**src/sv/gdfw_pkg.sv**
```systemverilog
package gdfw_pkg;

    // Graph sizing.
    localparam int NUM_VERTICES = 16;
    localparam int MAX_DEGREE   = 8;
    localparam int MAX_RESULTS  = 16;

    // Field widths fixed by the item format.
    localparam int VW   = 4;
    localparam int CFGW = 5;
    localparam int STW  = 2;

    // Derived widths.
    localparam int VIW    = $clog2(NUM_VERTICES);
    localparam int CW     = $clog2(MAX_DEGREE + 1);
    localparam int EDEPTH = NUM_VERTICES * MAX_DEGREE;
    localparam int EAW    = $clog2(EDEPTH);
    localparam int SDW    = $clog2(NUM_VERTICES + 1);
    localparam int SIW    = $clog2(NUM_VERTICES);
    localparam int NW     = $clog2(MAX_RESULTS + 1);

    // Configuration register map.
    localparam int PAW              = 3;
    localparam int PDW              = 32;
    localparam int REG_VERTEX_COUNT = 0;
    localparam logic [CFGW-1:0] VCOUNT_RESET = CFGW'(16);

    // Item codes.
    localparam logic OP_ADD    = 1'b0;
    localparam logic OP_WALK   = 1'b1;
    localparam logic KIND_ADD  = 1'b0;
    localparam logic KIND_WALK = 1'b1;

    typedef enum logic [STW-1:0] {
        ST_OK    = 2'd0,
        ST_FULL  = 2'd1,
        ST_RANGE = 2'd2
    } t_status;

    typedef enum logic [2:0] {
        S_IDLE,
        S_DECODE,
        S_STEP,
        S_EDGE,
        S_FLUSH
    } t_state;

    // One walk stack entry: vertex and index of its next edge to try.
    typedef struct packed {
        logic [VW-1:0] vtx;
        logic [CW-1:0] nxt;
    } t_frame;

    // Controller to datapath.
    typedef struct packed {
        logic in_ready;
        logic add_emit;
        logic walk_bad_emit;
        logic walk_init;
        logic edge_read;
        logic pop;
        logic visit;
        logic flush;
    } t_cmd;

    // Datapath to controller.
    typedef struct packed {
        logic in_valid;
        logic is_walk;
        logic walk_bad;
        logic stack_empty;
        logic cap_reached;
        logic edge_avail;
        logic tgt_new;
        logic out_free;
    } t_stat;

endpackage

```
**src/sv/gdfw_in_if.sv**
```systemverilog
interface gdfw_in_if
    import gdfw_pkg::*;
();
    logic          valid;
    logic          ready;
    logic          op;
    logic [VW-1:0] vertex;
    logic [VW-1:0] target;

    modport source (output valid, output op, output vertex, output target, input ready);
    modport sink   (input valid, input op, input vertex, input target, output ready);
endinterface

```
**src/sv/gdfw_out_if.sv**
```systemverilog
interface gdfw_out_if
    import gdfw_pkg::*;
();
    logic           valid;
    logic           ready;
    logic           kind;
    logic [VW-1:0]  visited_vertex;
    logic [STW-1:0] status;
    logic           last;

    modport source (output valid, output kind, output visited_vertex, output status,
                    output last, input ready);
    modport sink   (input valid, input kind, input visited_vertex, input status,
                    input last, output ready);
endinterface

```
**src/sv/gdfw_ram.sv**
```systemverilog
module gdfw_ram #(
    parameter int WIDTH = 4,
    parameter int DEPTH = 128
) (
    input  logic                     i_clk,
    input  logic                     i_we,
    input  logic                     i_re,
    input  logic [$clog2(DEPTH)-1:0] i_addr,
    input  logic [WIDTH-1:0]         i_wdata,
    output logic [WIDTH-1:0]         o_rdata
);
    logic [WIDTH-1:0] r_mem [DEPTH];
    logic [WIDTH-1:0] r_rdata;

    // Single port; read data is registered and holds until the next read.
    always_ff @(posedge i_clk) begin
        if (i_we) begin
            r_mem[i_addr] <= i_wdata;
        end
        if (i_re) begin
            r_rdata <= r_mem[i_addr];
        end
    end

    assign o_rdata = r_rdata;
endmodule

```
**src/sv/gdfw_ctrl.sv**
```systemverilog
module gdfw_ctrl
    import gdfw_pkg::*;
(
    input  logic  i_clk,
    input  logic  i_rst_n,
    input  t_stat i_stat,
    output t_cmd  o_cmd
);
    t_state r_state;
    t_state n_state;

    // State register.
    always_ff @(posedge i_clk) begin
        if (!i_rst_n) begin
            r_state <= S_IDLE;
        end else begin
            r_state <= n_state;
        end
    end

    // Next state.
    always_comb begin
        n_state = r_state;
        case (r_state)
            S_IDLE: begin
                if (i_stat.in_valid) begin
                    n_state = S_DECODE;
                end
            end
            S_DECODE: begin
                if (i_stat.is_walk && !i_stat.walk_bad) begin
                    n_state = S_STEP;
                end else if (i_stat.out_free) begin
                    n_state = S_IDLE;
                end
            end
            S_STEP: begin
                if (i_stat.stack_empty || i_stat.cap_reached) begin
                    n_state = S_FLUSH;
                end else if (i_stat.edge_avail) begin
                    n_state = S_EDGE;
                end
            end
            S_EDGE: begin
                if (!i_stat.tgt_new || i_stat.out_free) begin
                    n_state = S_STEP;
                end
            end
            S_FLUSH: begin
                if (i_stat.out_free) begin
                    n_state = S_IDLE;
                end
            end
            default: begin
                n_state = S_IDLE;
            end
        endcase
    end

    // Commands to the datapath.
    always_comb begin
        o_cmd = '0;
        case (r_state)
            S_IDLE: begin
                o_cmd.in_ready = 1'b1;
            end
            S_DECODE: begin
                if (!i_stat.is_walk) begin
                    o_cmd.add_emit = i_stat.out_free;
                end else if (i_stat.walk_bad) begin
                    o_cmd.walk_bad_emit = i_stat.out_free;
                end else begin
                    o_cmd.walk_init = 1'b1;
                end
            end
            S_STEP: begin
                if (!i_stat.stack_empty && !i_stat.cap_reached) begin
                    o_cmd.edge_read = i_stat.edge_avail;
                    o_cmd.pop       = !i_stat.edge_avail;
                end
            end
            S_EDGE: begin
                o_cmd.visit = i_stat.tgt_new && i_stat.out_free;
            end
            S_FLUSH: begin
                o_cmd.flush = i_stat.out_free;
            end
            default: begin
                o_cmd = '0;
            end
        endcase
    end
endmodule

```
**src/sv/gdfw_datapath.sv**
```systemverilog
module gdfw_datapath
    import gdfw_pkg::*;
(
    input  logic            i_clk,
    input  logic            i_rst_n,
    input  logic [CFGW-1:0] i_vcount,
    input  t_cmd            i_cmd,
    output t_stat           o_stat,
    gdfw_in_if.sink         i_in,
    gdfw_out_if.source      o_out
);
    logic                 r_op;
    logic [VW-1:0]        r_v;
    logic [VW-1:0]        r_t;
    logic [CW-1:0]        r_counts [NUM_VERTICES];
    logic [NUM_VERTICES-1:0] r_visited;
    t_frame               r_stack [NUM_VERTICES];
    logic [SDW-1:0]       r_depth;
    logic [VW-1:0]        r_hold;
    logic [NW-1:0]        r_n;
    logic                 r_ov;
    logic                 r_kind;
    logic [VW-1:0]        r_ovtx;
    t_status              r_ost;
    logic                 r_last;

    logic [CFGW-1:0]      act_cnt;
    logic                 add_bad;
    logic                 walk_bad;
    logic [SDW-1:0]       depth_m1;
    logic [SIW-1:0]       top_idx;
    t_frame               top;
    logic [VW-1:0]        cnt_vtx;
    logic [CW-1:0]        cnt_sel;
    logic                 list_full;
    logic                 edge_avail;
    logic                 ram_we;
    logic [EAW-1:0]       waddr;
    logic [EAW-1:0]       raddr;
    logic [EAW-1:0]       ram_addr;
    logic [VW-1:0]        w;
    logic                 tgt_new;
    logic                 out_free;
    logic                 emit;
    t_status              add_st;

    // Vertex count in force, capped at the graph size.
    assign act_cnt  = (i_vcount > CFGW'(NUM_VERTICES)) ? CFGW'(NUM_VERTICES) : i_vcount;
    assign add_bad  = (CFGW'(r_v) >= act_cnt) || (CFGW'(r_t) >= act_cnt);
    assign walk_bad = CFGW'(r_v) >= act_cnt;

    // Top of the walk stack.
    assign depth_m1 = r_depth - SDW'(1);
    assign top_idx  = depth_m1[SIW-1:0];
    assign top      = r_stack[top_idx];

    // Edge count lookup: source vertex for add edge, stack top for a walk.
    assign cnt_vtx    = (r_op == OP_WALK) ? top.vtx : r_v;
    assign cnt_sel    = r_counts[cnt_vtx[VIW-1:0]];
    assign list_full  = cnt_sel >= CW'(MAX_DEGREE);
    assign edge_avail = top.nxt < cnt_sel;

    // Edge list memory addressing.
    assign ram_we   = i_cmd.add_emit && !add_bad && !list_full;
    assign waddr    = EAW'(r_v) * EAW'(MAX_DEGREE) + EAW'(cnt_sel);
    assign raddr    = EAW'(top.vtx) * EAW'(MAX_DEGREE) + EAW'(top.nxt);
    assign ram_addr = ram_we ? waddr : raddr;

    gdfw_ram #(
        .WIDTH (VW),
        .DEPTH (EDEPTH)
    ) u_edges (
        .i_clk   (i_clk),
        .i_we    (ram_we),
        .i_re    (i_cmd.edge_read),
        .i_addr  (ram_addr),
        .i_wdata (r_t),
        .o_rdata (w)
    );

    // A target is taken when it is in range and not yet visited.
    assign tgt_new = (CFGW'(w) < act_cnt) && !r_visited[w[VIW-1:0]];

    assign out_free = !r_ov || o_out.ready;
    assign emit     = i_cmd.add_emit || i_cmd.walk_bad_emit || i_cmd.visit || i_cmd.flush;
    assign add_st   = add_bad ? ST_RANGE : (list_full ? ST_FULL : ST_OK);

    // Input item capture.
    always_ff @(posedge i_clk) begin
        if (i_in.valid && i_cmd.in_ready) begin
            r_op <= i_in.op;
            r_v  <= i_in.vertex;
            r_t  <= i_in.target;
        end
    end

    // Edge counts, visited marks, stack depth and output valid.
    always_ff @(posedge i_clk) begin
        if (!i_rst_n) begin
            for (int i = 0; i < NUM_VERTICES; i++) begin
                r_counts[i] <= '0;
            end
            r_visited <= '0;
            r_depth   <= '0;
            r_ov      <= 1'b0;
        end else begin
            if (ram_we) begin
                r_counts[r_v[VIW-1:0]] <= cnt_sel + CW'(1);
            end
            if (i_cmd.walk_init) begin
                r_visited <= {{(NUM_VERTICES-1){1'b0}}, 1'b1} << r_v;
                r_depth   <= SDW'(1);
            end
            if (i_cmd.pop || i_cmd.flush) begin
                r_depth <= (i_cmd.pop) ? depth_m1 : '0;
            end
            if (i_cmd.visit) begin
                r_visited[w[VIW-1:0]] <= 1'b1;
                if (r_depth < SDW'(NUM_VERTICES)) begin
                    r_depth <= r_depth + SDW'(1);
                end
            end
            if (emit) begin
                r_ov <= 1'b1;
            end else if (o_out.ready) begin
                r_ov <= 1'b0;
            end
        end
    end

    // Stack frames, held vertex and result count.
    always_ff @(posedge i_clk) begin
        if (i_cmd.walk_init) begin
            r_stack[0] <= '{vtx: r_v, nxt: '0};
            r_hold     <= r_v;
            r_n        <= NW'(1);
        end
        if (i_cmd.edge_read) begin
            r_stack[top_idx].nxt <= top.nxt + CW'(1);
        end
        if (i_cmd.visit) begin
            if (r_depth < SDW'(NUM_VERTICES)) begin
                r_stack[r_depth[SIW-1:0]] <= '{vtx: w, nxt: '0};
            end
            r_hold <= w;
            r_n    <= r_n + NW'(1);
        end
    end

    // Output register. A visited vertex is held back until the next one is
    // found or the walk ends, so that the final one can carry last.
    always_ff @(posedge i_clk) begin
        if (i_cmd.add_emit) begin
            r_kind <= KIND_ADD;
            r_ovtx <= r_v;
            r_ost  <= add_st;
            r_last <= 1'b1;
        end else if (i_cmd.walk_bad_emit) begin
            r_kind <= KIND_WALK;
            r_ovtx <= r_v;
            r_ost  <= ST_RANGE;
            r_last <= 1'b1;
        end else if (i_cmd.visit || i_cmd.flush) begin
            r_kind <= KIND_WALK;
            r_ovtx <= r_hold;
            r_ost  <= ST_OK;
            r_last <= i_cmd.flush;
        end
    end

    assign i_in.ready           = i_cmd.in_ready;
    assign o_out.valid          = r_ov;
    assign o_out.kind           = r_kind;
    assign o_out.visited_vertex = r_ovtx;
    assign o_out.status         = r_ost;
    assign o_out.last           = r_last;

    // Status to the controller.
    assign o_stat.in_valid    = i_in.valid;
    assign o_stat.is_walk     = (r_op == OP_WALK);
    assign o_stat.walk_bad    = walk_bad;
    assign o_stat.stack_empty = (r_depth == '0);
    assign o_stat.cap_reached = (r_n == NW'(MAX_RESULTS));
    assign o_stat.edge_avail  = edge_avail;
    assign o_stat.tgt_new     = tgt_new;
    assign o_stat.out_free    = out_free;
endmodule

```
**src/sv/graph_depth_first_walk.sv**
```systemverilog
// Add edge: the beat is captured in IDLE and its result is registered from DECODE.
// Walk: DECODE loads the stack; each stored edge tried is a STEP that issues the registered
// edge-list memory read and an EDGE that checks its target, each stack pop is a STEP, and
// FLUSH emits the last result. The next beat is taken back in IDLE; output stalls hold
// DECODE, EDGE and FLUSH. A walk from an out-of-range vertex finishes like an add edge.
// Synchronous active-low reset clears edge counts, visited marks and stack depth and sets
// vertex_count to 16; the edge-list memory is not cleared and needs no clearing pass.
module graph_depth_first_walk
    import gdfw_pkg::*;
(
    input  logic           i_clk,
    input  logic           i_rst_n,
    gdfw_in_if.sink        i_in,
    gdfw_out_if.source     o_out,
    input  logic           psel,
    input  logic           penable,
    input  logic           pwrite,
    input  logic [PAW-1:0] paddr,
    input  logic [PDW-1:0] pwdata,
    output logic [PDW-1:0] prdata,
    output logic           pready
);
    logic [CFGW-1:0] r_vcount;
    logic            reg_sel;
    t_cmd            cmd;
    t_stat           stat;

    // Register decode: word index from the byte address.
    assign reg_sel = (paddr[PAW-1:2] == 1'(REG_VERTEX_COUNT));
    assign pready  = 1'b1;
    assign prdata  = reg_sel ? PDW'(r_vcount) : '0;

    // Vertex count register.
    always_ff @(posedge i_clk) begin
        if (!i_rst_n) begin
            r_vcount <= VCOUNT_RESET;
        end else if (psel && penable && pwrite && pready && reg_sel) begin
            r_vcount <= pwdata[CFGW-1:0];
        end
    end

    gdfw_ctrl u_ctrl (
        .i_clk   (i_clk),
        .i_rst_n (i_rst_n),
        .i_stat  (stat),
        .o_cmd   (cmd)
    );

    gdfw_datapath u_datapath (
        .i_clk    (i_clk),
        .i_rst_n  (i_rst_n),
        .i_vcount (r_vcount),
        .i_cmd    (cmd),
        .o_stat   (stat),
        .i_in     (i_in),
        .o_out    (o_out)
    );
endmodule

```
**src/flat_wrapper.sv**
```systemverilog
// flat-port wrapper written by rule: the top's interface ports become plain ports
module graph_depth_first_walk_flat import gdfw_pkg::*;
  (i_clk, i_rst_n, psel, penable, pwrite, paddr, pwdata, prdata, pready, i_in_valid, i_in_op, i_in_vertex, i_in_target, i_in_ready, o_out_valid, o_out_kind, o_out_visited_vertex, o_out_status, o_out_last, o_out_ready);
  gdfw_in_if i_in_i ();
  gdfw_out_if o_out_i ();
  input  logic i_clk;
  input  logic i_rst_n;
  input  logic psel;
  input  logic penable;
  input  logic pwrite;
  input  logic [PAW-1:0] paddr;
  input  logic [PDW-1:0] pwdata;
  output logic [PDW-1:0] prdata;
  output logic pready;
  input wire logic [$bits(i_in_i.valid)-1:0] i_in_valid;
  input wire logic [$bits(i_in_i.op)-1:0] i_in_op;
  input wire logic [$bits(i_in_i.vertex)-1:0] i_in_vertex;
  input wire logic [$bits(i_in_i.target)-1:0] i_in_target;
  output wire logic [$bits(i_in_i.ready)-1:0] i_in_ready;
  output wire logic [$bits(o_out_i.valid)-1:0] o_out_valid;
  output wire logic [$bits(o_out_i.kind)-1:0] o_out_kind;
  output wire logic [$bits(o_out_i.visited_vertex)-1:0] o_out_visited_vertex;
  output wire logic [$bits(o_out_i.status)-1:0] o_out_status;
  output wire logic [$bits(o_out_i.last)-1:0] o_out_last;
  input wire logic [$bits(o_out_i.ready)-1:0] o_out_ready;
  assign i_in_i.valid = i_in_valid;
  assign i_in_i.op = i_in_op;
  assign i_in_i.vertex = i_in_vertex;
  assign i_in_i.target = i_in_target;
  assign i_in_ready = i_in_i.ready;
  assign o_out_valid = o_out_i.valid;
  assign o_out_kind = o_out_i.kind;
  assign o_out_visited_vertex = o_out_i.visited_vertex;
  assign o_out_status = o_out_i.status;
  assign o_out_last = o_out_i.last;
  assign o_out_i.ready = o_out_ready;
  graph_depth_first_walk u_core (.i_clk(i_clk), .i_rst_n(i_rst_n), .i_in(i_in_i), .o_out(o_out_i), .psel(psel), .penable(penable), .pwrite(pwrite), .paddr(paddr), .pwdata(pwdata), .prdata(prdata), .pready(pready));
endmodule
```
**config.mk**
```make
export PLATFORM = sky130hd
export DESIGN_NAME = graph_depth_first_walk_flat
export DESIGN_NICKNAME = d
export VERILOG_FILES = /design/src/sv/gdfw_pkg.sv /design/src/sv/gdfw_in_if.sv /design/src/sv/gdfw_out_if.sv /design/src/sv/gdfw_ram.sv /design/src/sv/gdfw_ctrl.sv /design/src/sv/gdfw_datapath.sv /design/src/sv/graph_depth_first_walk.sv /design/src/flat_wrapper.sv
export SDC_FILE = /design/constraint.sdc
export NUM_CORES = 1
export LEC_CHECK = 0
export ABC_CLOCK_PERIOD_IN_PS = 6300
export BUFFER_PORTS_ARGS = -buffer_cell sky130_fd_sc_hd__buf_2
export CORE_MARGIN = 2
export CORE_UTILIZATION = 47
export CTS_CLUSTER_SIZE = 8
export DETAILED_ROUTE_END_ITERATION = 12
export PLACE_DENSITY_LB_ADDON = 0.05
export SYNTH_ARGS = -nofsm -noshare
export SYNTH_HDL_FRONTEND = slang
export SYNTH_HIERARCHICAL = 1
export SYNTH_SLANG_ARGS = --single-unit
```
**constraint.sdc**
```tcl
create_clock -name i_clk -period 6.3 [get_ports i_clk]
set_input_delay 0.945 -clock i_clk [delete_from_list [all_inputs] [get_ports i_clk]]
set_output_delay 0.945 -clock i_clk [all_outputs]
set_load 0.05 [all_outputs]
```
==> summary.md <==
| Metric | Value |
|---|---|
| Crit path time final | 6.15 ns |
| Fin Setup TNS | 0 ns |
| Clock sink total | 764 |
| Clk pin slew, worst setup/hold paths | 0.05 ns |
| Startpoint types | flop |
| Synth cell types | 100 |
| Insertion delay to the later sink of the worst-skew pair | 0.67 ns |
| Hold Violations, Final | 0 |
| Post-route ant nets | 0 |
| 1st-pass router iterations | 6 |
| Via count | 21,578 |
| Initial antenna violation count | 2 |
| Crit path kind | flop to flop |
| GRT Util Overall | 0.260 |
| Area of the multi-input gates | 10,300 sq um |
| CP required | 6.65 ns |
| GR Overflow Total | 0 |
| Mapped Area | 33,300 sq um |
| Port bufs | 36 |
| Die width | 270 microns |
| Pleak | 12.8 nW |
| Power Dens Cells | 345 nW/um^2 |
| CTS max path bufs | 3 |
| Placer Congestion | 0.900 |
| Max FO, Critical Path | 15 |
| Ant diodes | 0 |
| Flops & latches, synth | 764 |
| H-tree depth | 3 |
| Maximum VDD drop | 0.255 mV |
| DRT Wirelength | 96,500 microns |
| Worst Skew | 0.0259 ns |
| CP Capture Type | flop |
| Row cnt | 97 |
| Max Cap Viol | 0 |
| # DRC | 0 |
| Non-filler cells, final | 3,475 |
| Hold-critical path depth | 2 |
| Fill cells | 5,834 |
| RSZ-0062 raised after global routing | no |
| Commonest non-fill, non-tap cell in the layout | edfxtp_1 |
| Final nets | 2,573 |
| CTS Buf Count | 105 |
| Final Max Slew Viols | 0 |
| Commonest cells after routing, fill and taps aside | edfxtp_1 (668), nor2_1 (294), buf_4 (167) |
| Peak Freq | 0.163 GHz |
| Register area | 22,000 sq um |
| Tcrit/Tclk final | 0.975 |
| CTS root buf | clkbuf_16 |
| Endpoints failing setup | 0 |
| Slew Limit Headroom | 0.183 |
| Placed Instances | 3,310 |
| Synthesized area per cell | 14.2 sq um |
| FFs w/ async S/R, synth | 0 |
| I/O pins | 94 |
| First-pass GRT wire length | 142,000 microns |
| DIE HEIGHT | 270 microns |
| Cells after Synth | 2,336 |
| R2R depth | 20 |
| Ys flop type | edfxtp_1 |
| Vias in the first global route | 21,516 |
| Pin count of the biggest net entering global routing | 105 |
| R2R Path Start | u_core/u_datapath/r_depth[0] |
| CTS tree | built |
| Worst min-delay path class | flop to flop |
| Layout cells sized above 1 | 0.209 |
| Area delta synth->final | 14.7% |
| Syn. warnings | 6 |
| Register area share after synthesis | 0.661 |
| CP startpoint | u_core/u_datapath/r_depth[0] |
| Core Util, Final | 0.545 |
| Hpwl dp | 61,800 microns |
| Die ar. | 72,900 sq um |
| DRT iter0 DRCs | 2,324 |
| Worst Hold Launch | u_core/u_datapath/o_out.last |
| Worst-margin pin slew | 1.22 ns |
| Post-synth EDFFs | 668 |
| Initial core utilization | 0.475 |
| CP Data Arrival Time | 6.50 ns |
| Routed WL per cell | 27.8 microns |
| Status | finished, final reports clean |
| Final hold slack | 0.470 ns |
| DR vias/cell | 6.21 |
| Core ar. | 70,000 sq um |
-- path summary, 6_finish.rpt --
path,end,slack [ns]
hold reg to reg,u_core/u_datapath/o_out.last,0.47
hold / removal,u_core/u_datapath/o_out.last,0.47
setup reg to reg,u_core/u_datapath/u_edges/o_rdata[2],0.15
setup / recovery,u_core/u_datapath/u_edges/o_rdata[2],0.15
-- cells by family after synthesis --
group	count (synthesis)	share of synthesized area
xor gates and xnor gates	12	0.00361
and+or+nand+nor	669	0.100
other	2	0.000226
AOI/OAI and AO/OA	470	0.107
adders and majority gates	28	0.0105
DFF	764	0.661
buffers and inverters	216	0.0369
muxes	175	0.0808
-- synthesized netlist by cell type (all sizes together) (6+ instances only) --
cell type / number / area share
edfxtp: 668 / 0.60
nor2: 296 / 0.033
nand2: 142 / 0.016
a221oi: 129 / 0.035
buf: 126 / 0.027
dfxtp: 96 / 0.058
a21oi: 85 / 0.013
nor3: 78 / 0.016
mux4: 68 / 0.046
clkbuf: 65 / 0.0073
mux2i: 61 / 0.018
a211oi: 53 / 0.012
mux2: 46 / 0.016
o21ai: 45 / 0.0069
nand3: 32 / 0.0052
a22oi: 28 / 0.0067
ha: 28 / 0.011
o31ai: 25 / 0.0058
nor2b: 24 / 0.0046
o22ai: 24 / 0.0045
inv: 23 / 0.0026
nand2b: 17 / 0.0033
and4bb: 11 / 0.0041
o221ai: 11 / 0.0029
and2: 10 / 0.0019
nor4: 9 / 0.0025
a32oi: 8 / 0.0029
o22a: 8 / 0.0021
a21o: 7 / 0.0016
nor4bb: 7 / 0.0021
xnor2: 7 / 0.0021
nor3b: 6 / 0.0015
-- cell type report --
cell class,count,share of cell area
tap,940,0.0308
sequential,764,0.576
clock inverter,7,0.00338
multi-input combinational,1385,0.271
timing repair buffer,213,0.0426
clock buffer,141,0.0730
inverter,25,0.00246
-- power by group --
group	switching [mW]	leakage (nW)	internal, mW	total (mW)
Sequential	0.0292	6.87	5.60	5.63
Combinational	1.68	4.50	0.783	2.46
Clock	2.05	1.40	3.03	5.08
-- per-layer routing --
layer  vias to the layer above  global-route usage  wire (microns)
met2                       926               0.430           46700
met5                         -                   0              26
li1                       9433                   -               -
met1                     10996               0.351           39600
met4                         4               0.103            3640
met3                       219              0.0343            6560
-- repair_timing --
action | CTS | global route
pin swaps | 0 | 2
hold buffers | 0 | 0
buffers inserted | 2 | 12
setup endpoints to repair | 40 | 120
gates resized for setup | 5 | 16
gates cloned | 0 | 3
-- critical path: stages, from the launching register on --
cell	delay [ns]
dfxtp_2	0.35
inv_1	0.09
ha_1	0.33
buf_4	0.22
mux4_2	0.32
mux2_2	0.39
a221o_4	0.54
mux2i_1	0.22
a21oi_1	0.15
a32oi_4	0.37
nand3_4	0.30
mux2_4	0.48
buf_4	0.18
nor2b_4	0.21
buf_12	0.19
a221oi_1	0.35
nor2_1	0.08
o31ai_1	0.35
o21ai_0	0.16
a211oi_2	0.34
nand4_1	0.20
-- state kept, by name, summed over array words and instances (netlist names) --
| signal | flops |
|---|---|
| u_core/u_datapath/r_n | 5 |
| u_core/u_datapath/r_depth | 5 |
| u_core/u_datapath/u_edges/o_rdata | 4 |
| u_core/u_datapath/r_visited | 16 |
| u_core/u_datapath/o_out.last | 1 |
| u_core/u_datapath/r_stack | 128 |
| u_core/u_datapath/o_out.visited_vertex | 4 |
| u_core/u_datapath/r_t | 4 |
| u_core/u_datapath/o_out.status | 2 |
| u_core/u_datapath/r_op | 1 |
| u_core/u_ctrl/r_state | 3 |
| u_core/u_datapath/o_out.valid | 1 |
| u_core/u_datapath/u_edges/r_mem | 512 |
| u_core/u_datapath/o_out.kind | 1 |
| u_core/u_datapath/r_hold | 4 |
| u_core/u_datapath/r_counts | 64 |
| u_core/r_vcount | 5 |
| u_core/u_datapath/r_v | 4 |
-- per-stage QoR --
stage               worst slack, ns  cell area (sq um)  power (mW)
floorplan                    0.0822              33400        7.15
global placement             -0.147              35000        8.05
detailed placement           -0.195              35000        8.06
CTS                          0.0201              37900        13.2
global route                0.00772              38100        13.6
finish                        0.155              38100        13.2
(Power assumes the default switching activity.)
